`src/rtl/avlie_pkg.sv`:
```
// Shared types, constants and helpers of the adaptive variable-length integer encoder.
`timescale 1ns / 1ps

package avlie_pkg;

  // Default width of the value being encoded.
  localparam int DEF_VALUE_WIDTH = 64;

  // Chunk lengths and scores.
  localparam int LEN_W     = 7;
  localparam int MAX_LEN   = 64;
  localparam int THR_W     = 10;
  localparam int SCORE_W   = 12;
  localparam int DELTA_W   = 8;
  localparam int EXT_CNT_W = 6;

  // Configuration port.
  localparam int CFG_IDX_W  = 2;
  localparam int CFG_DATA_W = 10;

  // Reset values.
  localparam logic [LEN_W-1:0] RST_INITIAL_LEN = 7'd8;
  localparam logic [LEN_W-1:0] RST_EXTEND_LEN  = 7'd4;
  localparam logic [THR_W-1:0] RST_THRESHOLD   = 10'd8;

  typedef enum logic [CFG_IDX_W-1:0] {
    CFG_START_INITIAL_LEN = 2'd0,
    CFG_START_EXTEND_LEN  = 2'd1,
    CFG_INITIAL_THRESHOLD = 2'd2,
    CFG_EXTEND_THRESHOLD  = 2'd3
  } cfg_idx_t;

  typedef enum logic [1:0] {
    ST_IDLE,
    ST_FIND,
    ST_EMIT,
    ST_ADAPT
  } state_t;

  // Brings a start length into the legal range of 1 to 64.
  function automatic logic [LEN_W-1:0] clamp_len(input logic [LEN_W-1:0] v);
    logic [LEN_W-1:0] res;
    if (v == '0) begin
      res = 7'd1;
    end else if (v > 7'(MAX_LEN)) begin
      res = 7'(MAX_LEN);
    end else begin
      res = v;
    end
    return res;
  endfunction

endpackage

```
`src/rtl/adaptive_varlen_integer_encoder.sv`:
```
// Top level of the adaptive variable-length integer encoder.
`timescale 1ns / 1ps

// Each accepted value is cut into chunks, least significant bits first, and one
// output word is produced per chunk: a more_follows flag, the chunk bits (zero
// above chunk_bits) and the chunk length. The first chunk carries the current
// initial length, later chunks the current extension length, and chunks are sent
// until the significant bits of the value (zero counts as one bit) are covered.
// After the last chunk two signed scores adapt both lengths by one step when
// they reach their thresholds. All work runs through one shared right shifter
// under a small sequencer: it takes the value, runs a binary search for the
// bit length, emits one chunk per cycle while the output register is free,
// and then updates the scores. The input is ready only while the sequencer is
// idle; the last chunk of a value sits in the output register and does not
// hold off the next value. A write to a start length register loads that
// length at once and clears its score. Configuration must only be written
// while the encoder is idle.
module adaptive_varlen_integer_encoder #(
  parameter int VALUE_WIDTH = avlie_pkg::DEF_VALUE_WIDTH
) (
  input  logic                              clk,
  input  logic                              rst_n,
  // Configuration write port.
  input  logic                              cfg_wr_en,
  input  logic [avlie_pkg::CFG_IDX_W-1:0]   cfg_index,
  input  logic [avlie_pkg::CFG_DATA_W-1:0]  cfg_wr_data,
  // Input channel.
  input  logic                              in_valid,
  output logic                              in_ready,
  input  logic [VALUE_WIDTH-1:0]            in_value,
  // Result channel.
  output logic                              out_valid,
  input  logic                              out_ready,
  output logic                              out_more_follows,
  output logic [VALUE_WIDTH-1:0]            out_chunk_data,
  output logic [avlie_pkg::LEN_W-1:0]       out_chunk_bits
);

  localparam int LEN_W     = avlie_pkg::LEN_W;
  localparam int SCORE_W   = avlie_pkg::SCORE_W;
  localparam int DELTA_W   = avlie_pkg::DELTA_W;
  localparam int THR_W     = avlie_pkg::THR_W;
  localparam int EXT_CNT_W = avlie_pkg::EXT_CNT_W;
  localparam int SRCH_STEPS = $clog2(VALUE_WIDTH);
  localparam logic [LEN_W-1:0] SH_INIT = LEN_W'(1 << (SRCH_STEPS - 1));
  localparam logic [LEN_W-1:0] VW_LEN  = LEN_W'(VALUE_WIDTH);
  localparam logic [LEN_W-1:0] MAX_LEN = LEN_W'(avlie_pkg::MAX_LEN);

  avlie_pkg::state_t state_r, state_nxt;

  // Adaptive state and thresholds.
  logic [LEN_W-1:0]          il_r, il_nxt;
  logic [LEN_W-1:0]          el_r, el_nxt;
  logic signed [SCORE_W-1:0] iscore_r, iscore_nxt;
  logic signed [SCORE_W-1:0] escore_r, escore_nxt;
  logic [THR_W-1:0]          ithr_r, ithr_nxt;
  logic [THR_W-1:0]          ethr_r, ethr_nxt;

  // Per-item working registers.
  logic [VALUE_WIDTH-1:0]    v_r, v_nxt;
  logic [VALUE_WIDTH-1:0]    lv_r, lv_nxt;
  logic [LEN_W-1:0]          sh_r, sh_nxt;
  logic [LEN_W-1:0]          lacc_r, lacc_nxt;
  logic signed [DELTA_W-1:0] rem_r, rem_nxt;
  logic                      first_r, first_nxt;
  logic [EXT_CNT_W-1:0]      ext_cnt_r, ext_cnt_nxt;
  logic [LEN_W-1:0]          pad_r, pad_nxt;

  // Output register.
  logic                      out_valid_r, out_valid_nxt;
  logic                      out_more_r, out_more_nxt;
  logic [VALUE_WIDTH-1:0]    out_data_r, out_data_nxt;
  logic [LEN_W-1:0]          out_bits_r, out_bits_nxt;

  // Shared shifter and helpers.
  logic [VALUE_WIDTH-1:0]    sh_in;
  logic [LEN_W-1:0]          sh_amt;
  logic [VALUE_WIDTH-1:0]    sh_out;
  logic [LEN_W-1:0]          alloc;
  logic [VALUE_WIDTH-1:0]    chunk_mask;
  logic signed [DELTA_W-1:0] alloc_s;
  logic                      more;
  logic                      out_free;
  logic [LEN_W-1:0]          lacc_step;
  logic signed [DELTA_W-1:0] idelta, edelta;
  logic signed [SCORE_W-1:0] isum, esum;
  logic signed [SCORE_W-1:0] ithr_s, ethr_s;

  assign alloc   = first_r ? il_r : el_r;
  assign alloc_s = $signed({1'b0, alloc});

  // The single shifter serves the bit-length search and the chunk stepping.
  always_comb begin
    if (state_r == avlie_pkg::ST_FIND) begin
      sh_in  = lv_r;
      sh_amt = sh_r;
    end else begin
      sh_in  = v_r;
      sh_amt = alloc;
    end
    if (sh_amt >= VW_LEN) begin
      sh_out = '0;
    end else begin
      sh_out = sh_in >> sh_amt;
    end
  end

  // Low bits of the current chunk.
  for (genvar i = 0; i < VALUE_WIDTH; i++) begin : g_mask
    assign chunk_mask[i] = (LEN_W'(i) < alloc);
  end

  assign more     = rem_r > alloc_s;
  assign out_free = !out_valid_r || out_ready;

  // Score deltas of the finished item.
  always_comb begin
    if (ext_cnt_r == '0) begin
      idelta = -$signed({1'b0, pad_r});
      edelta = '0;
    end else begin
      idelta = $signed({{(DELTA_W-EXT_CNT_W){1'b0}}, ext_cnt_r});
      edelta = $signed({{(DELTA_W-EXT_CNT_W){1'b0}}, ext_cnt_r}) - 8'sd1
               - $signed({1'b0, pad_r});
    end
    isum   = iscore_r + SCORE_W'(idelta);
    esum   = escore_r + SCORE_W'(edelta);
    ithr_s = $signed({{(SCORE_W-THR_W){1'b0}}, ithr_r});
    ethr_s = $signed({{(SCORE_W-THR_W){1'b0}}, ethr_r});
  end

  // Sequencer: next state and next values of all registers.
  always_comb begin
    state_nxt     = state_r;
    il_nxt        = il_r;
    el_nxt        = el_r;
    iscore_nxt    = iscore_r;
    escore_nxt    = escore_r;
    ithr_nxt      = ithr_r;
    ethr_nxt      = ethr_r;
    v_nxt         = v_r;
    lv_nxt        = lv_r;
    sh_nxt        = sh_r;
    lacc_nxt      = lacc_r;
    rem_nxt       = rem_r;
    first_nxt     = first_r;
    ext_cnt_nxt   = ext_cnt_r;
    pad_nxt       = pad_r;
    out_valid_nxt = out_valid_r && !out_ready;
    out_more_nxt  = out_more_r;
    out_data_nxt  = out_data_r;
    out_bits_nxt  = out_bits_r;
    lacc_step     = lacc_r + sh_r;
    in_ready      = 1'b0;

    case (state_r)
      avlie_pkg::ST_IDLE: begin
        in_ready = 1'b1;
        if (in_valid) begin
          v_nxt       = in_value;
          lv_nxt      = in_value;
          sh_nxt      = SH_INIT;
          lacc_nxt    = '0;
          first_nxt   = 1'b1;
          ext_cnt_nxt = '0;
          state_nxt   = avlie_pkg::ST_FIND;
        end
      end
      avlie_pkg::ST_FIND: begin
        // One halving step of the search for the highest set bit.
        if (sh_out != '0) begin
          lv_nxt   = sh_out;
          lacc_nxt = lacc_step;
        end
        sh_nxt = sh_r >> 1;
        if (sh_r == 7'd1) begin
          rem_nxt   = $signed({1'b0, ((sh_out != '0) ? lacc_step : lacc_r)}) + 8'sd1;
          state_nxt = avlie_pkg::ST_EMIT;
        end
      end
      avlie_pkg::ST_EMIT: begin
        if (out_free) begin
          out_valid_nxt = 1'b1;
          out_more_nxt  = more;
          out_data_nxt  = v_r & chunk_mask;
          out_bits_nxt  = alloc;
          v_nxt         = sh_out;
          rem_nxt       = rem_r - alloc_s;
          first_nxt     = 1'b0;
          if (!first_r) begin
            ext_cnt_nxt = ext_cnt_r + 1'b1;
          end
          if (!more) begin
            pad_nxt   = LEN_W'(alloc_s - rem_r);
            state_nxt = avlie_pkg::ST_ADAPT;
          end
        end
      end
      avlie_pkg::ST_ADAPT: begin
        iscore_nxt = isum;
        if (isum >= ithr_s) begin
          if (il_r < MAX_LEN) begin
            il_nxt = il_r + 1'b1;
          end
          iscore_nxt = '0;
        end else if (isum <= -ithr_s) begin
          if (il_r > 7'd1) begin
            il_nxt = il_r - 1'b1;
          end
          iscore_nxt = '0;
        end
        escore_nxt = esum;
        if (esum >= ethr_s) begin
          if (el_r < MAX_LEN) begin
            el_nxt = el_r + 1'b1;
          end
          escore_nxt = '0;
        end else if (esum <= -ethr_s) begin
          if (el_r > 7'd1) begin
            el_nxt = el_r - 1'b1;
          end
          escore_nxt = '0;
        end
        state_nxt = avlie_pkg::ST_IDLE;
      end
      default: begin
        state_nxt = avlie_pkg::ST_IDLE;
      end
    endcase

    // The user must write configuration only while the encoder is idle; the block does not enforce this.
    if (cfg_wr_en) begin
      case (avlie_pkg::cfg_idx_t'(cfg_index))
        avlie_pkg::CFG_START_INITIAL_LEN: begin
          il_nxt     = avlie_pkg::clamp_len(cfg_wr_data[LEN_W-1:0]);
          iscore_nxt = '0;
        end
        avlie_pkg::CFG_START_EXTEND_LEN: begin
          el_nxt     = avlie_pkg::clamp_len(cfg_wr_data[LEN_W-1:0]);
          escore_nxt = '0;
        end
        avlie_pkg::CFG_INITIAL_THRESHOLD: begin
          ithr_nxt = cfg_wr_data[THR_W-1:0];
        end
        avlie_pkg::CFG_EXTEND_THRESHOLD: begin
          ethr_nxt = cfg_wr_data[THR_W-1:0];
        end
        default: begin
        end
      endcase
    end
  end

  always_ff @(posedge clk) begin
    if (!rst_n) begin
      state_r <= avlie_pkg::ST_IDLE;
    end else begin
      state_r <= state_nxt;
    end
  end

  always_ff @(posedge clk) begin
    if (!rst_n) begin
      il_r        <= avlie_pkg::RST_INITIAL_LEN;
      el_r        <= avlie_pkg::RST_EXTEND_LEN;
      iscore_r    <= '0;
      escore_r    <= '0;
      ithr_r      <= avlie_pkg::RST_THRESHOLD;
      ethr_r      <= avlie_pkg::RST_THRESHOLD;
      out_valid_r <= 1'b0;
    end else begin
      il_r        <= il_nxt;
      el_r        <= el_nxt;
      iscore_r    <= iscore_nxt;
      escore_r    <= escore_nxt;
      ithr_r      <= ithr_nxt;
      ethr_r      <= ethr_nxt;
      out_valid_r <= out_valid_nxt;
    end
  end

  always_ff @(posedge clk) begin
    v_r        <= v_nxt;
    lv_r       <= lv_nxt;
    sh_r       <= sh_nxt;
    lacc_r     <= lacc_nxt;
    rem_r      <= rem_nxt;
    first_r    <= first_nxt;
    ext_cnt_r  <= ext_cnt_nxt;
    pad_r      <= pad_nxt;
    out_more_r <= out_more_nxt;
    out_data_r <= out_data_nxt;
    out_bits_r <= out_bits_nxt;
  end

  assign out_valid        = out_valid_r;
  assign out_more_follows = out_more_r;
  assign out_chunk_data   = out_data_r;
  assign out_chunk_bits   = out_bits_r;

endmodule

```
`config.mk`:
```
export PLATFORM = sky130hd
export DESIGN_NAME = adaptive_varlen_integer_encoder
export DESIGN_NICKNAME = d
export VERILOG_FILES = /design/src/rtl/avlie_pkg.sv /design/src/rtl/adaptive_varlen_integer_encoder.sv
export SDC_FILE = /design/constraint.sdc
export NUM_CORES = 1
export LEC_CHECK = 0
export ABC_AREA = 1
export ABC_CLOCK_PERIOD_IN_PS = 6300
export CAP_MARGIN = 30
export CORE_AREA = 4 4 277 279
export CTS_BUF_LIST = sky130_fd_sc_hd__clkbuf_8 sky130_fd_sc_hd__clkbuf_16
export CTS_CLUSTER_DIAMETER = 200
export DETAILED_ROUTE_END_ITERATION = 8
export DIE_AREA = 0 0 281 283
export DONT_BUFFER_PORTS = 1
export HOLD_SLACK_MARGIN = 0.02
export PLACE_DENSITY_LB_ADDON = 0.25
export RECOVER_POWER = 100
export SYNTH_ARGS = -nofsm -noshare
export SYNTH_HDL_FRONTEND = slang
export SYNTH_SLANG_ARGS = --single-unit
```
`constraint.sdc`:
```
create_clock -name clk -period 6.3 [get_ports clk]
set_input_delay 0.315 -clock clk [delete_from_list [all_inputs] [get_ports clk]]
set_output_delay 0.315 -clock clk [all_outputs]
set_load 0.05 [all_outputs]
```
# == Yosys cells after proc, flatten, opt, wreduce, memory -nomap -nowiden ==
# Cells that the tools add are included.
# totals
ff_bits,297
latchBits,0
ramBits,0
mem_bits_ro,0
wordCells,208
n_memories,0
# classes
n_addsub,16
n_mul,0
div_mod_pow,0
order_cmp,75
n_eq_ne,13
n_shift,1
mux,60
bitwise_logic,2
reduce_logical,22
# ops
cell,count
64-bit two-way mux,5
64-bit case mux with 2 select lines,2
"6-bit by 7-bit < comparator with 1-bit output, first input constant",32
7-bit two-way mux,21
12-bit two-way mux,10
"5-bit by 7-bit < comparator with 1-bit output, first input constant",16
64-bit AND,1
64-bit nonzero test,1
64-bit by 7-bit right shift with 64-bit output,1
"4-bit by 7-bit < comparator with 1-bit output, first input constant",8
8-bit two-way mux,4
"3-bit by 7-bit < comparator with 1-bit output, first input constant",4
7-bit case mux with 2 select lines,2
12-bit by 8-bit adder with 12-bit output,2
12-bit by 11-bit greater-or-equal comparator with 1-bit output,2
12-bit less-or-equal comparator,2
10-bit negator with 12-bit output,2
6-bit two-way mux,3
8-bit case mux with 2 select lines,1
"7-bit by 1-bit adder with 7-bit output, second input constant",2
"7-bit by 1-bit > comparator with 1-bit output, second input constant",2
"1-bit by 7-bit < comparator with 1-bit output, first input constant",2
"2-bit by 7-bit < comparator with 1-bit output, first input constant",2
"7-bit < comparator, second input constant",2
other kinds (33),60

# == Longest topological paths before layout ==
# logic_depth
word_depth,10
mapped_depth,39
ltp_nobuf,38

# == Worst setup path before layout ==
# No wires, ideal clock.
# synth_path
path_type,register to register
from,reg state_r[0]
to,reg ext_cnt_r[0] (enable)
setup_ps,322
t_arrival_ps,6053
required_time_ps,5978
slack_ps,-75
stages_incl_launch_ff,6
n_path_buf,0
period_less_slack_ps,6375
path_cell_list,dfxtp_1 -> inv_1 -> ha_1 -> nor2_1 -> nor3_1 -> o21a_1
# synth_via
elab_chain_cells,3
word_cells_on_any_way,7
cone_classes,4 x eq/ne; 3 x reduce/logical
# synth_rtl
item,line_no,text
from (decl),adaptive_varlen_integer_encoder.sv:49,"avlie_pkg::state_t state_r, state_nxt;"
from (signal assigned),adaptive_varlen_integer_encoder.sv:256,state_r <= avlie_pkg::ST_IDLE;
from (signal assigned),adaptive_varlen_integer_encoder.sv:258,state_r <= state_nxt;
2-bit equality test / 2-bit zero test (equally long branches),adaptive_varlen_integer_encoder.sv:156,case (state_r)
2-bit != test (no line) / 2-bit nonzero test (equally long branches),n/a,
4-bit AND reduction (no line) (*),n/a,
to (signal assigned),adaptive_varlen_integer_encoder.sv:289,ext_cnt_r <= ext_cnt_nxt;
to (decl),adaptive_varlen_integer_encoder.sv:66,"logic [EXT_CNT_W-1:0] ext_cnt_r, ext_cnt_nxt;"
# Mark *: on every way between the ends. The rest lies on a longest branch, timed or not.
# A chain may end at the register's enable or synchronous reset.

# == Worst setup path in the final report ==
# layout_path
from,reg state_r[1]
to,reg lv_r[59] (enable)
# layout_via
elab_chain_cells,7
word_cells_on_any_way,12
cone_classes,1 x order compare; 3 x eq/ne; 1 x shift; 3 x mux; 4 x reduce/logical
# layout_rtl
item,line_no,text
2-bit by 1-bit equality test with 1-bit output,"adaptive_varlen_integer_encoder.sv:94, adaptive_varlen_integer_encoder.sv:156",
64-bit two-way mux / 7-bit two-way mux (equally long branches),adaptive_varlen_integer_encoder.sv:94,if (state_r == avlie_pkg::ST_FIND) begin
64-bit by 7-bit right shift with 64-bit output / 7-bit greater-or-equal comparator (equally long branches),"adaptive_varlen_integer_encoder.sv:104, adaptive_varlen_integer_encoder.sv:101",
64-bit two-way mux,adaptive_varlen_integer_encoder.sv:101,if (sh_amt >= VW_LEN) begin
64-bit nonzero test,adaptive_varlen_integer_encoder.sv:171,if (sh_out != '0) begin
2-bit by 1-bit != test with 1-bit output (no line),n/a,
3-bit AND reduction (no line) (*),n/a,
to (signal assigned),adaptive_varlen_integer_encoder.sv:284,lv_r <= lv_nxt;
to (decl),adaptive_varlen_integer_encoder.sv:61,"logic [VALUE_WIDTH-1:0] lv_r, lv_nxt;"
# Marked as above.

==> impl_metrics.py <==
metrics = {
    "detailed_routing": {
        "ant_nets": 0,
        "post_drt_wl_per_cell_um": 20.93,
        "routed_wl_um": 88970,
        "detail_route.drc_violations": 0,
        "dr.pass1.iters": 6,
        "vias_per_cell": 5.300,
        "vias": 22532,
        "drt_iter0_drc": 2536,
    },
    "sta": {
        "skew_ns": 0.03285,
        "setup-tns-final_ns": 0,
        "worstMarginPinSlew_ns": 2.152,
        "layout_setup_ws_ns": 0.3945,
        "period_needed_ns": 5.905,
        "grt_setup_unrepaired": "false",
        "max_freq_mhz": 169.3,
        "min_period_over_period": 0.9374,
        "drv_slew": 52,
        "setup_viol": 0,
        "slew_headroom": -0.4425,
        "hold_viol": 0,
    },
    "layout": {
        "area.growth.synth_to_final_pct": 12.64,
        "drive_above_1_share": 0.04590,
        "fillerInstances": 7974,
        "nets": 3431,
        "final_util": 0.3466,
    },
    "setup_path": {
        "rrSetupSlack_ns": 0.39,
        "max_stage_delay_ns": 1.14,
        "cp-start-kind": "flip-flop",
        "worst-path-max-fanout": 64,
        "path_delay_family": "buffers and inverters",
        "worstRegToRegCells": 23,
        "slowest_stage": "a21oi_1",
        "rr_endpoint": "lv_r[59]",
        "path_common_cell": "nand2_1",
        "end_kind": "flip-flop",
        "crit_cells": 23,
        "path_buf_inv": 7,
        "path_cells": "inv_1, ha_4, inv_4, a21oi_1, buf_12, buf_4, nand3_1, nand2_1, nand2_1, nand2_1, nand2_1, nand2_1, nand3_1, nand2_1, inv_1, nand2_1, nor2_1, nand2_1, nor2_1, nand3_2, o21ai_0, inv_2, buf_4",
        "path_class": "reg -> reg",
        "r2r-start": "state_r[1]",
        "required_ns": 6.50,
        "critPathArrivalTime_ns": 6.11,
    },
    "global_route": {
        "grt_use_met3": 0.04866,
        "grt_max_degree": 84,
        "grt_usage": 0.2179,
        "grt_pass1_wl_um": 133300,
        "grt_pass1_vias": 20848,
        "antenna_found_initial": 17,
        "grt_remaining_overflow": 0,
        "grt_util_met2": 0.3309,
        "grt_most_used_layer": "met2",
        "use_met1": 0.3134,
    },
    "clock_network": {
        "cts_max_level": 2,
        "numClockSinks": 296,
        "clock_latency_ns": 0.60,
        "post-cts-setup-buffer-count": 0,
        "clk_pin_slew_ns": 0.06,
        "cts_root_buf": "clkbuf_16",
        "clockBufferDepth": 3,
        "cts_tree": "built",
        "cts_buffers": 39,
    },
    "synthesis": {
        "async_flop_share": 0,
        "synth_area_leader_cell": "edfxtp_1",
        "yosysWarnings": 0,
        "yosys_most_used_dff": "edfxtp_1",
        "syn_inst": 3239,
        "syn_area_per_cell_um2": 7.049,
        "synthTopCellsByArea": "edfxtp_1 (31%), nand3_1 (14%), nand2_1 (13%)",
        "ys_seq_area_frac": 0.3626,
        "synth_top_area_frac": 0.3091,
        "yosys.cell_types.count": 53,
        "synth_seq_cells": 296,
        "syn_area_um2": 22830,
        "syn_nets": 3431,
        "synth_edf_count": 235,
        "synthMostInstantiatedCell": "nand2_1",
        "synthTopCellsByCount": "nand2_1 (817), nand3_1 (655), inv_1 (331), o21ai_0 (297), edfxtp_1 (235)",
    },
    "die": {
        "die_y_um": 283,
        "pin_count": 155,
        "start_util": 0.3077,
        "die-area_um2": 79520,
        "die_x_um": 281,
        "core-area_um2": 74200,
        "row_count": 100,
    },
    "outcome": {
        "violations": "max-capacitance violations, max-slew violations",
        "status": "finished, violations left",
    },
    "placed_design": {
        "port_buffers": 0,
        "dp_hpwl_um": 68870,
        "pre_cts_ws_ns": 0.5074,
        "gp_congestion": 1.032,
    },
    "worst_hold_path": {
        "min_path_cells": 2,
        "hold_path.class": "in -> reg",
        "whs_endpoint": "v_r[1]",
        "min_from": "in_value[1]",
    },
    "run": {
        "cap_violations": 1,
    },
}
[sequential cells by signal, indices dropped and copies added, names as in the netlist, 7 cells and up]
| name | count |
|---|---|
| out_chunk_bits | 7 |
| el_r | 7 |
| out_chunk_data | 64 |
| lv_r | 64 |
| ithr_r | 10 |
| iscore_r | 12 |
| il_r | 7 |
| rem_r | 8 |
| lacc_r | 7 |
| v_r | 64 |
| escore_r | 12 |
| pad_r | 7 |
| ethr_r | 10 |
[per-layer routing]
| metal | routed length, um | vias up |
|---|---|---|
| met2 | 38290 | 932 |
| li1 | - | 10993 |
| met1 | 40440 | 10471 |
| met4 | 2352 | 6 |
| met5 | 37 | - |
| met3 | 7848 | 130 |
[how the worst max path moves through the flow]
stage / start / end / slack [ns]
after global placement: ext_cnt_r[0] / il_r[6] / 0.65
after global routing: ext_cnt_r[0] / il_r[5] / 0.05
final: state_r[1] / lv_r[59] / 0.39
after CTS: ext_cnt_r[0] / il_r[5] / 0.49
after floorplan: state_r[0] / pad_r[0] / 0.85
after detailed placement: ext_cnt_r[0] / il_r[6] / 0.51
[final cells by class]
type                            instances  area, um^2  area share
Multi-Input combinational cell       2431       12400      0.4823
Sequential cell                       296        8278      0.3219
Antenna cell                           14       35.03    0.001362
Tap cell                              969        1212     0.04714
Timing Repair Buffer                  128        1165     0.04529
Inverter                              343        1291     0.05021
Clock buffer                           39       975.9     0.03795
Clock inverter                         31       357.8     0.01391
[repair_timing]
| item | 4_1_cts | 5_1_grt |
|---|---|---|
| endpoints found under the setup margin | 0 | 10 |
| gates resized for setup | 0 | 1 |
| hold buffers | 72 | 1 |
| endpoints found under the hold margin | 141 | 1 |
[stage by stage]
stage               instance area (um^2)  cells  hold slack, ns
detailed placement                 23720   4094          0.4302
CTS                                25780   4236         0.02030
floorplan                          22840   3239          0.4414
finish                             25720   4251         0.04289
global route                       25690   4240         0.04127
global placement                   23690   4092          0.4186
[kinds of logic (layout without fill, tap and decap cells)]
group | Yosys count | after routing | share of synthesized area
AND/OR/NAND/NOR | 1741 | 1741 | 0.3330
XOR/XNOR | 59 | 59 | 0.02263
other | 0 | 14 | 0
AO/OA/AOI/OAI | 520 | 520 | 0.1238
buffers and inverters | 512 | 541 | 0.09524
adder cells (fa/ha/maj) | 111 | 111 | 0.06280
flip-flops | 296 | 296 | 0.3626
[cells in the final DEF (no fill, tap or decap), types with 8 or more instances in the layout]
cell type	n
clkbuf_16	39
dfxtp_1	61
diode_2	14
inv_2	8
ha_1	104
o21ai_0	305
xnor2_1	11
o21ai_1	8
clkbuf_1	10
inv_1	331
buf_4	35
nand3_1	656
nor2_1	168
edfxtp_1	235
a21oi_1	134
clkinv_2	9
a211oi_1	19
nor3_1	27
nand4_1	32
nand2_1	819
or2_2	9
dlygate4sd3_1	73
xor2_1	48
Power is left out: the tool's default activity adds up to more than one toggle a clock period on the data nets, which glitch-free logic cannot reach.
